$ cat config.mk
export PLATFORM = sky130hd
export DESIGN_NAME = scalar_to_rgba_color_map
export DESIGN_NICKNAME = d
export VERILOG_FILES = /design/src/hdl/scm_pkg.sv /design/src/hdl/scalar_to_rgba_color_map.sv /design/src/hdl/scm_front.sv /design/src/hdl/scm_div_step.sv /design/src/hdl/scm_blend.sv
export SDC_FILE = /design/constraint.sdc
export NUM_CORES = 2
export LEC_CHECK = 0
export BUFFER_PORTS_ARGS = -buffer_cell sky130_fd_sc_hd__buf_2
export CAP_MARGIN = 15
export CORE_MARGIN = 8
export CORE_UTILIZATION = 55
export DETAILED_ROUTE_END_ITERATION = 7
export PLACE_DENSITY = 0.76
export SYNTH_ARGS = -nofsm -noshare
export SYNTH_HDL_FRONTEND = slang
export SYNTH_SLANG_ARGS = --single-unit
$ cat constraint.sdc
create_clock -name i_clk -period 3.1 [get_ports i_clk]
set_input_delay 0.465 -clock i_clk [delete_from_list [all_inputs] [get_ports i_clk]]
set_output_delay 0.465 -clock i_clk [all_outputs]
set_load 0.02 [all_outputs]
$ cat src/hdl/scm_pkg.sv
`timescale 1ns / 1ps
// ----------------------------------------------------------------------------
// scm_pkg
// Shared types and constants for the scalar-to-RGBA color map: pipeline
// control flags, configuration register indexes and the six-color table.
// ----------------------------------------------------------------------------
package scm_pkg;

    // Control flags that travel with each transaction down the pipeline
    typedef struct packed {
        logic valid;
        logic zero;     // position saturates at the first color
        logic one;      // position saturates at the last color
    } t_scm_ctl;

    // Configuration register indexes
    localparam int CFG_INDEX_BITS = 2;
    typedef logic [CFG_INDEX_BITS-1:0] t_cfg_index;
    localparam t_cfg_index REG_RANGE_LOW  = 2'd0;
    localparam t_cfg_index REG_RANGE_HIGH = 2'd1;

    // Color table: white, blue, cyan, green, yellow, red (bit i is color i)
    localparam int NCOLOR   = 6;
    localparam int SEG_BITS = 3;
    typedef logic [SEG_BITS-1:0] t_seg;
    localparam t_seg SEG_FIRST = 3'd1;
    localparam logic [NCOLOR-1:0] TAB_R = 6'b110001;
    localparam logic [NCOLOR-1:0] TAB_G = 6'b011101;
    localparam logic [NCOLOR-1:0] TAB_B = 6'b000111;

endpackage

$ cat src/hdl/scalar_to_rgba_color_map.sv
`timescale 1ns / 1ps
// ----------------------------------------------------------------------------
// scalar_to_rgba_color_map
// Colors a signed scalar sample on a six-color piecewise linear scale
// (white, blue, cyan, green, yellow, red) over a configured range.
//
//   channel   handshake               payload
//   --------  ----------------------  -----------------------------------
//   command   start / busy            i_sample
//   config    i_cfg_valid/o_cfg_ready i_cfg_index, i_cfg_data
//   result    o_valid (strobe)        o_red, o_green, o_blue, o_alpha
//
// A transaction is taken every cycle while busy is low; its result strobes out
// after the front stages, the one-bit-per-stage division that produces the
// normalized position and the output stages. busy is high in reset and in the
// cycle after it. Reset clears both range registers and drops all transactions
// in flight. The result side has no back-pressure, so the pipeline never stalls.
// ----------------------------------------------------------------------------
module scalar_to_rgba_color_map
    import scm_pkg::*;
#(
    parameter int SAMPLE_BITS   = 32,
    parameter int FRACTION_BITS = 16,
    parameter int CHANNEL_BITS  = 8
) (
    input  logic                    i_clk,
    input  logic                    i_rst_n,
    input  logic                    start,
    output logic                    busy,
    input  logic [SAMPLE_BITS-1:0]  i_sample,
    input  logic                    i_cfg_valid,
    output logic                    o_cfg_ready,
    input  t_cfg_index              i_cfg_index,
    input  logic [SAMPLE_BITS-1:0]  i_cfg_data,
    output logic                    o_valid,
    output logic [CHANNEL_BITS-1:0] o_red,
    output logic [CHANNEL_BITS-1:0] o_green,
    output logic [CHANNEL_BITS-1:0] o_blue,
    output logic [CHANNEL_BITS-1:0] o_alpha
);

    logic                     r_busy;
    logic [SAMPLE_BITS-1:0]   r_range_low;
    logic [SAMPLE_BITS-1:0]   r_range_high;
    logic                     w_accept;

    t_scm_ctl                 w_ctl [FRACTION_BITS+1];
    logic [SAMPLE_BITS-1:0]   w_rem [FRACTION_BITS+1];
    logic [SAMPLE_BITS-1:0]   w_div [FRACTION_BITS+1];
    logic [FRACTION_BITS-1:0] w_quo [FRACTION_BITS+1];

    // Hold off commands for the cycle after reset
    always_ff @(posedge i_clk) begin
        if (!i_rst_n) begin
            r_busy <= 1'b1;
        end else begin
            r_busy <= 1'b0;
        end
    end

    assign busy     = r_busy;
    assign w_accept = start && !r_busy;

    // Range registers; unknown indexes drop the write
    assign o_cfg_ready = 1'b1;

    always_ff @(posedge i_clk) begin
        if (!i_rst_n) begin
            r_range_low  <= '0;
            r_range_high <= '0;
        end else if (i_cfg_valid && o_cfg_ready) begin
            case (i_cfg_index)
                REG_RANGE_LOW:  r_range_low  <= i_cfg_data;
                REG_RANGE_HIGH: r_range_high <= i_cfg_data;
                default: ;
            endcase
        end
    end

    // Normalize against the range
    scm_front #(
        .SAMPLE_BITS (SAMPLE_BITS)
    ) u_front (
        .i_clk        (i_clk),
        .i_rst_n      (i_rst_n),
        .i_accept     (w_accept),
        .i_sample     (i_sample),
        .i_range_low  (r_range_low),
        .i_range_high (r_range_high),
        .o_ctl        (w_ctl[0]),
        .o_rem        (w_rem[0]),
        .o_div        (w_div[0])
    );

    assign w_quo[0] = '0;

    // Division chain, one quotient bit per stage
    for (genvar g = 0; g < FRACTION_BITS; g++) begin : g_div
        scm_div_step #(
            .SAMPLE_BITS   (SAMPLE_BITS),
            .FRACTION_BITS (FRACTION_BITS)
        ) u_step (
            .i_clk   (i_clk),
            .i_rst_n (i_rst_n),
            .i_ctl   (w_ctl[g]),
            .i_rem   (w_rem[g]),
            .i_div   (w_div[g]),
            .i_quo   (w_quo[g]),
            .o_ctl   (w_ctl[g+1]),
            .o_rem   (w_rem[g+1]),
            .o_div   (w_div[g+1]),
            .o_quo   (w_quo[g+1])
        );
    end

    // Segment lookup and blend
    scm_blend #(
        .FRACTION_BITS (FRACTION_BITS),
        .CHANNEL_BITS  (CHANNEL_BITS)
    ) u_blend (
        .i_clk   (i_clk),
        .i_rst_n (i_rst_n),
        .i_ctl   (w_ctl[FRACTION_BITS]),
        .i_quo   (w_quo[FRACTION_BITS]),
        .o_valid (o_valid),
        .o_red   (o_red),
        .o_green (o_green),
        .o_blue  (o_blue)
    );

    assign o_alpha = '1;

endmodule

$ cat src/hdl/scm_front.sv
`timescale 1ns / 1ps
// ----------------------------------------------------------------------------
// scm_front
// Input stages: register the sample, form numerator and denominator against
// the configured range, fold reversed ranges and flag saturated positions.
// ----------------------------------------------------------------------------
module scm_front
    import scm_pkg::*;
#(
    parameter int SAMPLE_BITS = 32
) (
    input  logic                   i_clk,
    input  logic                   i_rst_n,
    input  logic                   i_accept,
    input  logic [SAMPLE_BITS-1:0] i_sample,
    input  logic [SAMPLE_BITS-1:0] i_range_low,
    input  logic [SAMPLE_BITS-1:0] i_range_high,
    output t_scm_ctl               o_ctl,
    output logic [SAMPLE_BITS-1:0] o_rem,
    output logic [SAMPLE_BITS-1:0] o_div
);

    localparam int W = SAMPLE_BITS + 1;

    logic                   r_a_valid;
    logic [SAMPLE_BITS-1:0] r_a_sample;
    logic                   r_b_valid;
    logic signed [W-1:0]    r_b_num;
    logic signed [W-1:0]    r_b_den;
    logic signed [W-1:0]    n_b_num;
    logic signed [W-1:0]    n_b_den;
    logic                   r_c_valid;
    logic signed [W-1:0]    r_c_num;
    logic signed [W-1:0]    r_c_den;
    logic signed [W-1:0]    n_c_num;
    logic signed [W-1:0]    n_c_den;
    t_scm_ctl               r_d_ctl;
    t_scm_ctl               n_d_ctl;
    logic [SAMPLE_BITS-1:0] r_d_rem;
    logic [SAMPLE_BITS-1:0] r_d_div;

    // Valid bits of the front stages
    always_ff @(posedge i_clk) begin
        if (!i_rst_n) begin
            r_a_valid     <= 1'b0;
            r_b_valid     <= 1'b0;
            r_c_valid     <= 1'b0;
            r_d_ctl.valid <= 1'b0;
        end else begin
            r_a_valid     <= i_accept;
            r_b_valid     <= r_a_valid;
            r_c_valid     <= r_b_valid;
            r_d_ctl.valid <= n_d_ctl.valid;
        end
    end

    // Subtract the low bound from sample and from the high bound
    always_comb begin
        n_b_num = $signed({r_a_sample[SAMPLE_BITS-1], r_a_sample})
                - $signed({i_range_low[SAMPLE_BITS-1], i_range_low});
        n_b_den = $signed({i_range_high[SAMPLE_BITS-1], i_range_high})
                - $signed({i_range_low[SAMPLE_BITS-1], i_range_low});
    end

    // Flip both signs for a reversed range
    always_comb begin
        if (r_b_den[W-1]) begin
            n_c_num = -r_b_num;
            n_c_den = -r_b_den;
        end else begin
            n_c_num = r_b_num;
            n_c_den = r_b_den;
        end
    end

    // Flag positions that saturate at either end
    always_comb begin
        n_d_ctl.valid = r_c_valid;
        n_d_ctl.zero  = (r_c_den == '0) || r_c_num[W-1] || (r_c_num == '0);
        n_d_ctl.one   = !n_d_ctl.zero && (r_c_num >= r_c_den);
    end

    // Payload registers
    always_ff @(posedge i_clk) begin
        r_a_sample   <= i_sample;
        r_b_num      <= n_b_num;
        r_b_den      <= n_b_den;
        r_c_num      <= n_c_num;
        r_c_den      <= n_c_den;
        r_d_ctl.zero <= n_d_ctl.zero;
        r_d_ctl.one  <= n_d_ctl.one;
        r_d_rem      <= r_c_num[SAMPLE_BITS-1:0];
        r_d_div      <= r_c_den[SAMPLE_BITS-1:0];
    end

    assign o_ctl = r_d_ctl;
    assign o_rem = r_d_rem;
    assign o_div = r_d_div;

endmodule

$ cat src/hdl/scm_div_step.sv
`timescale 1ns / 1ps
// ----------------------------------------------------------------------------
// scm_div_step
// One registered step of the restoring division that yields the normalized
// position: shift the partial remainder, compare, subtract, shift in a bit.
// ----------------------------------------------------------------------------
module scm_div_step
    import scm_pkg::*;
#(
    parameter int SAMPLE_BITS   = 32,
    parameter int FRACTION_BITS = 16
) (
    input  logic                     i_clk,
    input  logic                     i_rst_n,
    input  t_scm_ctl                 i_ctl,
    input  logic [SAMPLE_BITS-1:0]   i_rem,
    input  logic [SAMPLE_BITS-1:0]   i_div,
    input  logic [FRACTION_BITS-1:0] i_quo,
    output t_scm_ctl                 o_ctl,
    output logic [SAMPLE_BITS-1:0]   o_rem,
    output logic [SAMPLE_BITS-1:0]   o_div,
    output logic [FRACTION_BITS-1:0] o_quo
);

    logic [SAMPLE_BITS:0]     w_shift;
    logic [SAMPLE_BITS:0]     w_diff;
    logic                     w_ge;
    logic [SAMPLE_BITS-1:0]   n_rem;
    t_scm_ctl                 r_ctl;
    logic [SAMPLE_BITS-1:0]   r_rem;
    logic [SAMPLE_BITS-1:0]   r_div;
    logic [FRACTION_BITS-1:0] r_quo;

    // Compare and subtract the divisor from the doubled remainder
    always_comb begin
        w_shift = {i_rem, 1'b0};
        w_diff  = w_shift - {1'b0, i_div};
        w_ge    = (w_shift >= {1'b0, i_div});
        n_rem   = w_ge ? w_diff[SAMPLE_BITS-1:0] : w_shift[SAMPLE_BITS-1:0];
    end

    // Advance the valid bit
    always_ff @(posedge i_clk) begin
        if (!i_rst_n) begin
            r_ctl.valid <= 1'b0;
        end else begin
            r_ctl.valid <= i_ctl.valid;
        end
    end

    // Hold the step result
    always_ff @(posedge i_clk) begin
        r_ctl.zero <= i_ctl.zero;
        r_ctl.one  <= i_ctl.one;
        r_rem      <= n_rem;
        r_div      <= i_div;
        r_quo      <= {i_quo[FRACTION_BITS-2:0], w_ge};
    end

    assign o_ctl = r_ctl;
    assign o_rem = r_rem;
    assign o_div = r_div;
    assign o_quo = r_quo;

endmodule

$ cat src/hdl/scm_blend.sv
`timescale 1ns / 1ps
// ----------------------------------------------------------------------------
// scm_blend
// Output stages: scale the position by five, pick the segment and its two
// colors, blend each channel by the segment fraction and round to the
// channel width.
// ----------------------------------------------------------------------------
module scm_blend
    import scm_pkg::*;
#(
    parameter int FRACTION_BITS = 16,
    parameter int CHANNEL_BITS  = 8
) (
    input  logic                     i_clk,
    input  logic                     i_rst_n,
    input  t_scm_ctl                 i_ctl,
    input  logic [FRACTION_BITS-1:0] i_quo,
    output logic                     o_valid,
    output logic [CHANNEL_BITS-1:0]  o_red,
    output logic [CHANNEL_BITS-1:0]  o_green,
    output logic [CHANNEL_BITS-1:0]  o_blue
);

    localparam int F  = FRACTION_BITS;
    localparam int C  = CHANNEL_BITS;
    localparam int SW = F + 3;       // holds five times one
    localparam int PW = F + C + 1;   // blended value times full scale

    localparam logic [F:0]    ONE  = {1'b1, {F{1'b0}}};
    localparam logic [PW-1:0] HALF = {{(C + 1){1'b0}}, 1'b1, {(F - 1){1'b0}}};
    localparam logic [C:0]    FULL = {1'b0, {C{1'b1}}};

    // Blend two binary color components by the fraction
    function automatic logic [F:0] mix(input logic [1:0] sel, input logic [F:0] frac);
        logic [F:0] res;
        case (sel)
            2'b11:   res = ONE;
            2'b10:   res = ONE - frac;
            2'b01:   res = frac;
            default: res = '0;
        endcase
        return res;
    endfunction

    // Scale to the channel range and round half up
    function automatic logic [C-1:0] scale(input logic [F:0] c);
        logic [PW-1:0] prod;
        logic [C:0]    v;
        prod = {c, {C{1'b0}}} - {{C{1'b0}}, c} + HALF;
        v    = prod[PW-1:F];
        if (v > FULL) begin
            v = FULL;
        end
        return v[C-1:0];
    endfunction

    logic            r_e_valid;
    logic [SW-1:0]   r_e_s;
    logic [F:0]      n_e_t;
    logic [SW-1:0]   n_e_s;
    logic            r_f_valid;
    logic [F:0]      r_f_frac;
    logic [1:0]      r_f_sel_r;
    logic [1:0]      r_f_sel_g;
    logic [1:0]      r_f_sel_b;
    t_seg            n_f_k;
    t_seg            n_f_km1;
    logic [SW-1:0]   n_f_rest;
    logic            r_g_valid;
    logic [F:0]      r_g_r;
    logic [F:0]      r_g_g;
    logic [F:0]      r_g_b;
    logic            r_h_valid;
    logic [C-1:0]    r_h_r;
    logic [C-1:0]    r_h_g;
    logic [C-1:0]    r_h_b;

    // Valid bits of the output stages
    always_ff @(posedge i_clk) begin
        if (!i_rst_n) begin
            r_e_valid <= 1'b0;
            r_f_valid <= 1'b0;
            r_g_valid <= 1'b0;
            r_h_valid <= 1'b0;
        end else begin
            r_e_valid <= i_ctl.valid;
            r_f_valid <= r_e_valid;
            r_g_valid <= r_f_valid;
            r_h_valid <= r_g_valid;
        end
    end

    // Apply saturation and scale the position by five
    always_comb begin
        if (i_ctl.zero) begin
            n_e_t = '0;
        end else if (i_ctl.one) begin
            n_e_t = ONE;
        end else begin
            n_e_t = {1'b0, i_quo};
        end
        n_e_s = {n_e_t, 2'b00} + {2'b00, n_e_t};
    end

    // Pick the segment as the ceiling of the scaled position, at least one
    always_comb begin
        n_f_k = r_e_s[SW-1:F] + {{(SEG_BITS - 1){1'b0}}, |r_e_s[F-1:0]};
        if (n_f_k == '0) begin
            n_f_k = SEG_FIRST;
        end
        n_f_km1  = n_f_k - SEG_FIRST;
        n_f_rest = r_e_s - {n_f_km1, {F{1'b0}}};
    end

    // Payload registers
    always_ff @(posedge i_clk) begin
        r_e_s     <= n_e_s;
        r_f_frac  <= n_f_rest[F:0];
        r_f_sel_r <= {TAB_R[n_f_km1], TAB_R[n_f_k]};
        r_f_sel_g <= {TAB_G[n_f_km1], TAB_G[n_f_k]};
        r_f_sel_b <= {TAB_B[n_f_km1], TAB_B[n_f_k]};
        r_g_r     <= mix(r_f_sel_r, r_f_frac);
        r_g_g     <= mix(r_f_sel_g, r_f_frac);
        r_g_b     <= mix(r_f_sel_b, r_f_frac);
        r_h_r     <= scale(r_g_r);
        r_h_g     <= scale(r_g_g);
        r_h_b     <= scale(r_g_b);
    end

    assign o_valid = r_h_valid;
    assign o_red   = r_h_r;
    assign o_green = r_h_g;
    assign o_blue  = r_h_b;

endmodule

==> results.cfg <==
[grt]
gr-usage-all-layers = 0.2497
grt-ovfl-total = 0
grt_max_degree = 67
grt_pass1_vias = 58290
grt_pass1_wl_um = 299800
antenna_found_initial = 2

[detailed_routing]
drtPass1Iterations = 7
drc = 0
drt_iter0_drc = 4162
detail_route.wl_per_cell_um = 18.60
vias = 58970
avgViaCountPerCell = 5.605
totalWireLength_um = 195800
ant_nets = 0

[synth]
synthFlopType = dfxtp_1
ys_ff_latch = 1564
synthArstFlopShare = 0
yosysSeqAreaShare = 0.4293
syn_avg_cell_area_um2 = 9.303
netlist_area_um2 = 72940
synth_top_area_frac = 0.4293
synthCells = 7840
ys_top_cells_by_area = dfxtp_1, ha_1, xnor2_1
yosysWarnings = 0
ys_types = 86
synth_top_area_cell = dfxtp_1
synth-edff-count = 0

[final_layout]
fillCellCount = 9815
nets = 9426
stdcell_count = 10520
drive_gt1_frac = 0.1929
utilization = 0.6781
areaGrowthSynthToFinish_pct = 22.37
diodes = 0

[outcome]
failed_checks = negative setup slack
status = complete, but fails checks

[clocking]
clk_pin_slew_ps = 60
cts.sink_count = 1564
root_buffer = clkbuf_16
numCtsBuffers = 160
cts_tree = done
clock_latency_ps = 780
htree_levels = 4
clockBufferDepth = 3

[floorplanning]
die_w_um = 380.2
fp.coreArea_um2 = 131600
pin_count = 105
num_rows = 133
die_y_um = 380.2
start_util = 0.5541
die-area_um2 = 144500

[critical_path]
crit_arrival_ps = 4020
worstPathCellList = inv_2 > ha_4 > buf_4 > nand3_1 > a2111oi_0 > nor2_1 > a21oi_2 > o211ai_2 > o21ai_2 > a21bo_1 > a221o_1 > a2111o_1 > buf_6 > buf_16 > mux2_2
worst-r2r-setup-slack_ps = -280
path_class = reg2reg
start_kind = flop
slowest_stage = a2111o_1
r2r_cells = 15
slowest_delay_ps = 530
required_ps = 3750
endpoint_kind = flop
startpoint = g_div[12].u_step.o_div[8]
endpoint = g_div[13].u_step.o_rem[3]
crit_fanout = 4
r2r_start = g_div[12].u_step.o_div[8]
r2r-end = g_div[13].u_step.o_rem[3]

[sta]
maxSlewViolCount = 0
finalHoldViolations = 0
timing.fmax_mhz = 296.2
report.final.setup_viol = 96
rsz0062_at_grt = yes
post-route-period-util = 1.089
tightest_slew_ps = 1241
skew_ps = 29.05
maxSlewHeadroom = 0.1708
fin_tns_setup_ps = -10630
setup_ws_ps = -275.9
finalCriticalPeriod_ps = 3376

[job]
drv_cap = 0

[min_path]
hold_class = in2reg

[place]
dp_hpwl_um = 141300
pre_cts_slack_ps = -260.1
place_inst = 10050
portBuffers = 95
gp_congestion = 0.9276
-- synthesized netlist by cell type, types with 17 or more instances --
cell type	count
a31o_2	17
mux2_1	26
o21bai_1	77
fa_1	18
mux2_2	183
and3_1	42
or3_1	56
a211o_1	18
and2_1	65
nor4_1	40
nor2b_1	93
o31ai_1	68
inv_1	794
nor3_1	125
a211oi_1	49
or2_2	37
a21boi_0	30
nand2_1	597
dfxtp_1	1564
nand4_1	81
a21o_1	268
nor2_1	379
clkbuf_1	129
o41ai_1	22
a21oi_1	623
o21ai_0	451
o22ai_1	19
mux2i_1	18
a31oi_1	49
nand2b_1	91
ha_1	700
xor2_1	185
o31a_1	26
nand3_1	101
buf_2	26
o211ai_1	27
a22o_1	41
xnor2_1	360
o21a_1	91
-- cells by family after synthesis --
logic type,count (synthesis),share of synthesized area
compound gates,2023,0.1755
fa+ha+maj,718,0.1250
buf+inv,975,0.05167
flops,1564,0.4293
xor+xnor,545,0.06544
simple gates,1787,0.1183
mux,227,0.03474
other cells,1,0.00005141
-- area by class of cell --
type	count	area, um^2	area share
Sequential cell	1564	31390	0.3517
Multi-Input combinational cell	5310	40290	0.4515
Tap cell	1755	2196	0.02460
Clock buffer	213	4587	0.05139
Clock inverter	78	1099	0.01231
Timing Repair Buffer	807	6696	0.07503
Inverter	795	2988	0.03348
-- how the worst min path moves through the flow --
stage	start	endpoint	depth (start not counted)
global route	i_rst_n	g_div[12].u_step.o_ctl[2]	2
detailed placement	g_div[10].u_step.o_quo[9]	g_div[11].u_step.o_quo[10]	0
global placement	g_div[10].u_step.o_quo[4]	g_div[11].u_step.o_quo[5]	0
finish	i_rst_n	g_div[6].u_step.o_ctl[2]	2
floorplan	u_front.o_ctl[0]	g_div[0].u_step.o_ctl[0]	0
CTS	i_cfg_index[1]	r_range_low[7]	4
-- through the flow --
step,area (um^2),hold WS [ps]
floorplan,73130,309.6
global placement,79280,310.0
detailed placement,79280,312.1
CTS,86850,44.28
global route,89250,107.1
finish,89250,107.6
-- what timing repair did --
item / in CTS / in global routing
pin swaps: 50 / 174
endpoints found under the setup margin: 327 / 496
buffers inserted: 38 / 56
gates cloned: 12 / 12
hold endpoints to repair: 97 / 0
gates resized for setup: 175 / 440
hold buffers: 65 / 0
-- flip-flops by register name (all words and copies together), names as in the netlist, 3 cells and up --
signal and count:
g_div.u_step.o_div 480, g_div.u_step.o_rem 480, g_div.u_step.o_quo 136, g_div.u_step.o_ctl 48
u_front.r_b_den 33, u_front.r_b_num 33, u_front.r_c_den 33, u_front.r_c_num 33
r_range_high 32, r_range_low 32, u_front.o_div 32, u_front.o_rem 32
u_front.r_a_sample 32, u_blend.r_e_s 19, u_blend.r_f_frac 17, u_blend.r_g_b 17
u_blend.r_g_g 17, u_blend.r_g_r 17, u_blend.o_blue 8, u_blend.o_green 8
u_blend.o_red 8, u_front.o_ctl 3
-- cell usage in the layout (no fill, tap or decap), types with 35 or more instances in the layout --
master         count
and2_1            61
nor2b_1           78
nor3_1           119
ha_1             642
dlygate4sd3_1     65
nand2b_1          91
a22o_1            41
buf_4            580
a211oi_1          36
a21oi_2           53
nand3_1           98
o31ai_1           45
xnor2_1          356
nand4_1           81
nor2_1           370
nand2_1          590
o21ai_1           38
mux2_4            77
nor4_1            37
a31oi_1           38
xor2_1           185
or2_2             35
and3_1            40
o21a_1            91
o21ai_0          403
mux2_2           124
dfxtp_1         1501
a21oi_1          566
a21o_1           267
dfxtp_2           61
inv_1            771
buf_2             95
ha_4              42
o21bai_1          75
clkbuf_16        172
or3_1             54
-- per-layer routing --
| layer | routed length, um | global-route usage |
|---|---|---|
| met1 | 80830 | 0.2999 |
| met2 | 97730 | 0.4520 |
| met3 | 9232 | 0.03338 |
| met4 | 7918 | 0.09486 |
| met5 | 55 | 0 |
-- critical path: cells and delay by family, from the launching register on --
family	cells	cell delay, ps
buf+inv	4	510
flops	1	340
mux	1	280
fa+ha+maj	1	220
compound gates	7	1550
simple gates	2	340
Power is not shown: default switching activity piles up to over one toggle a cycle in this logic, so the estimate is an artifact.
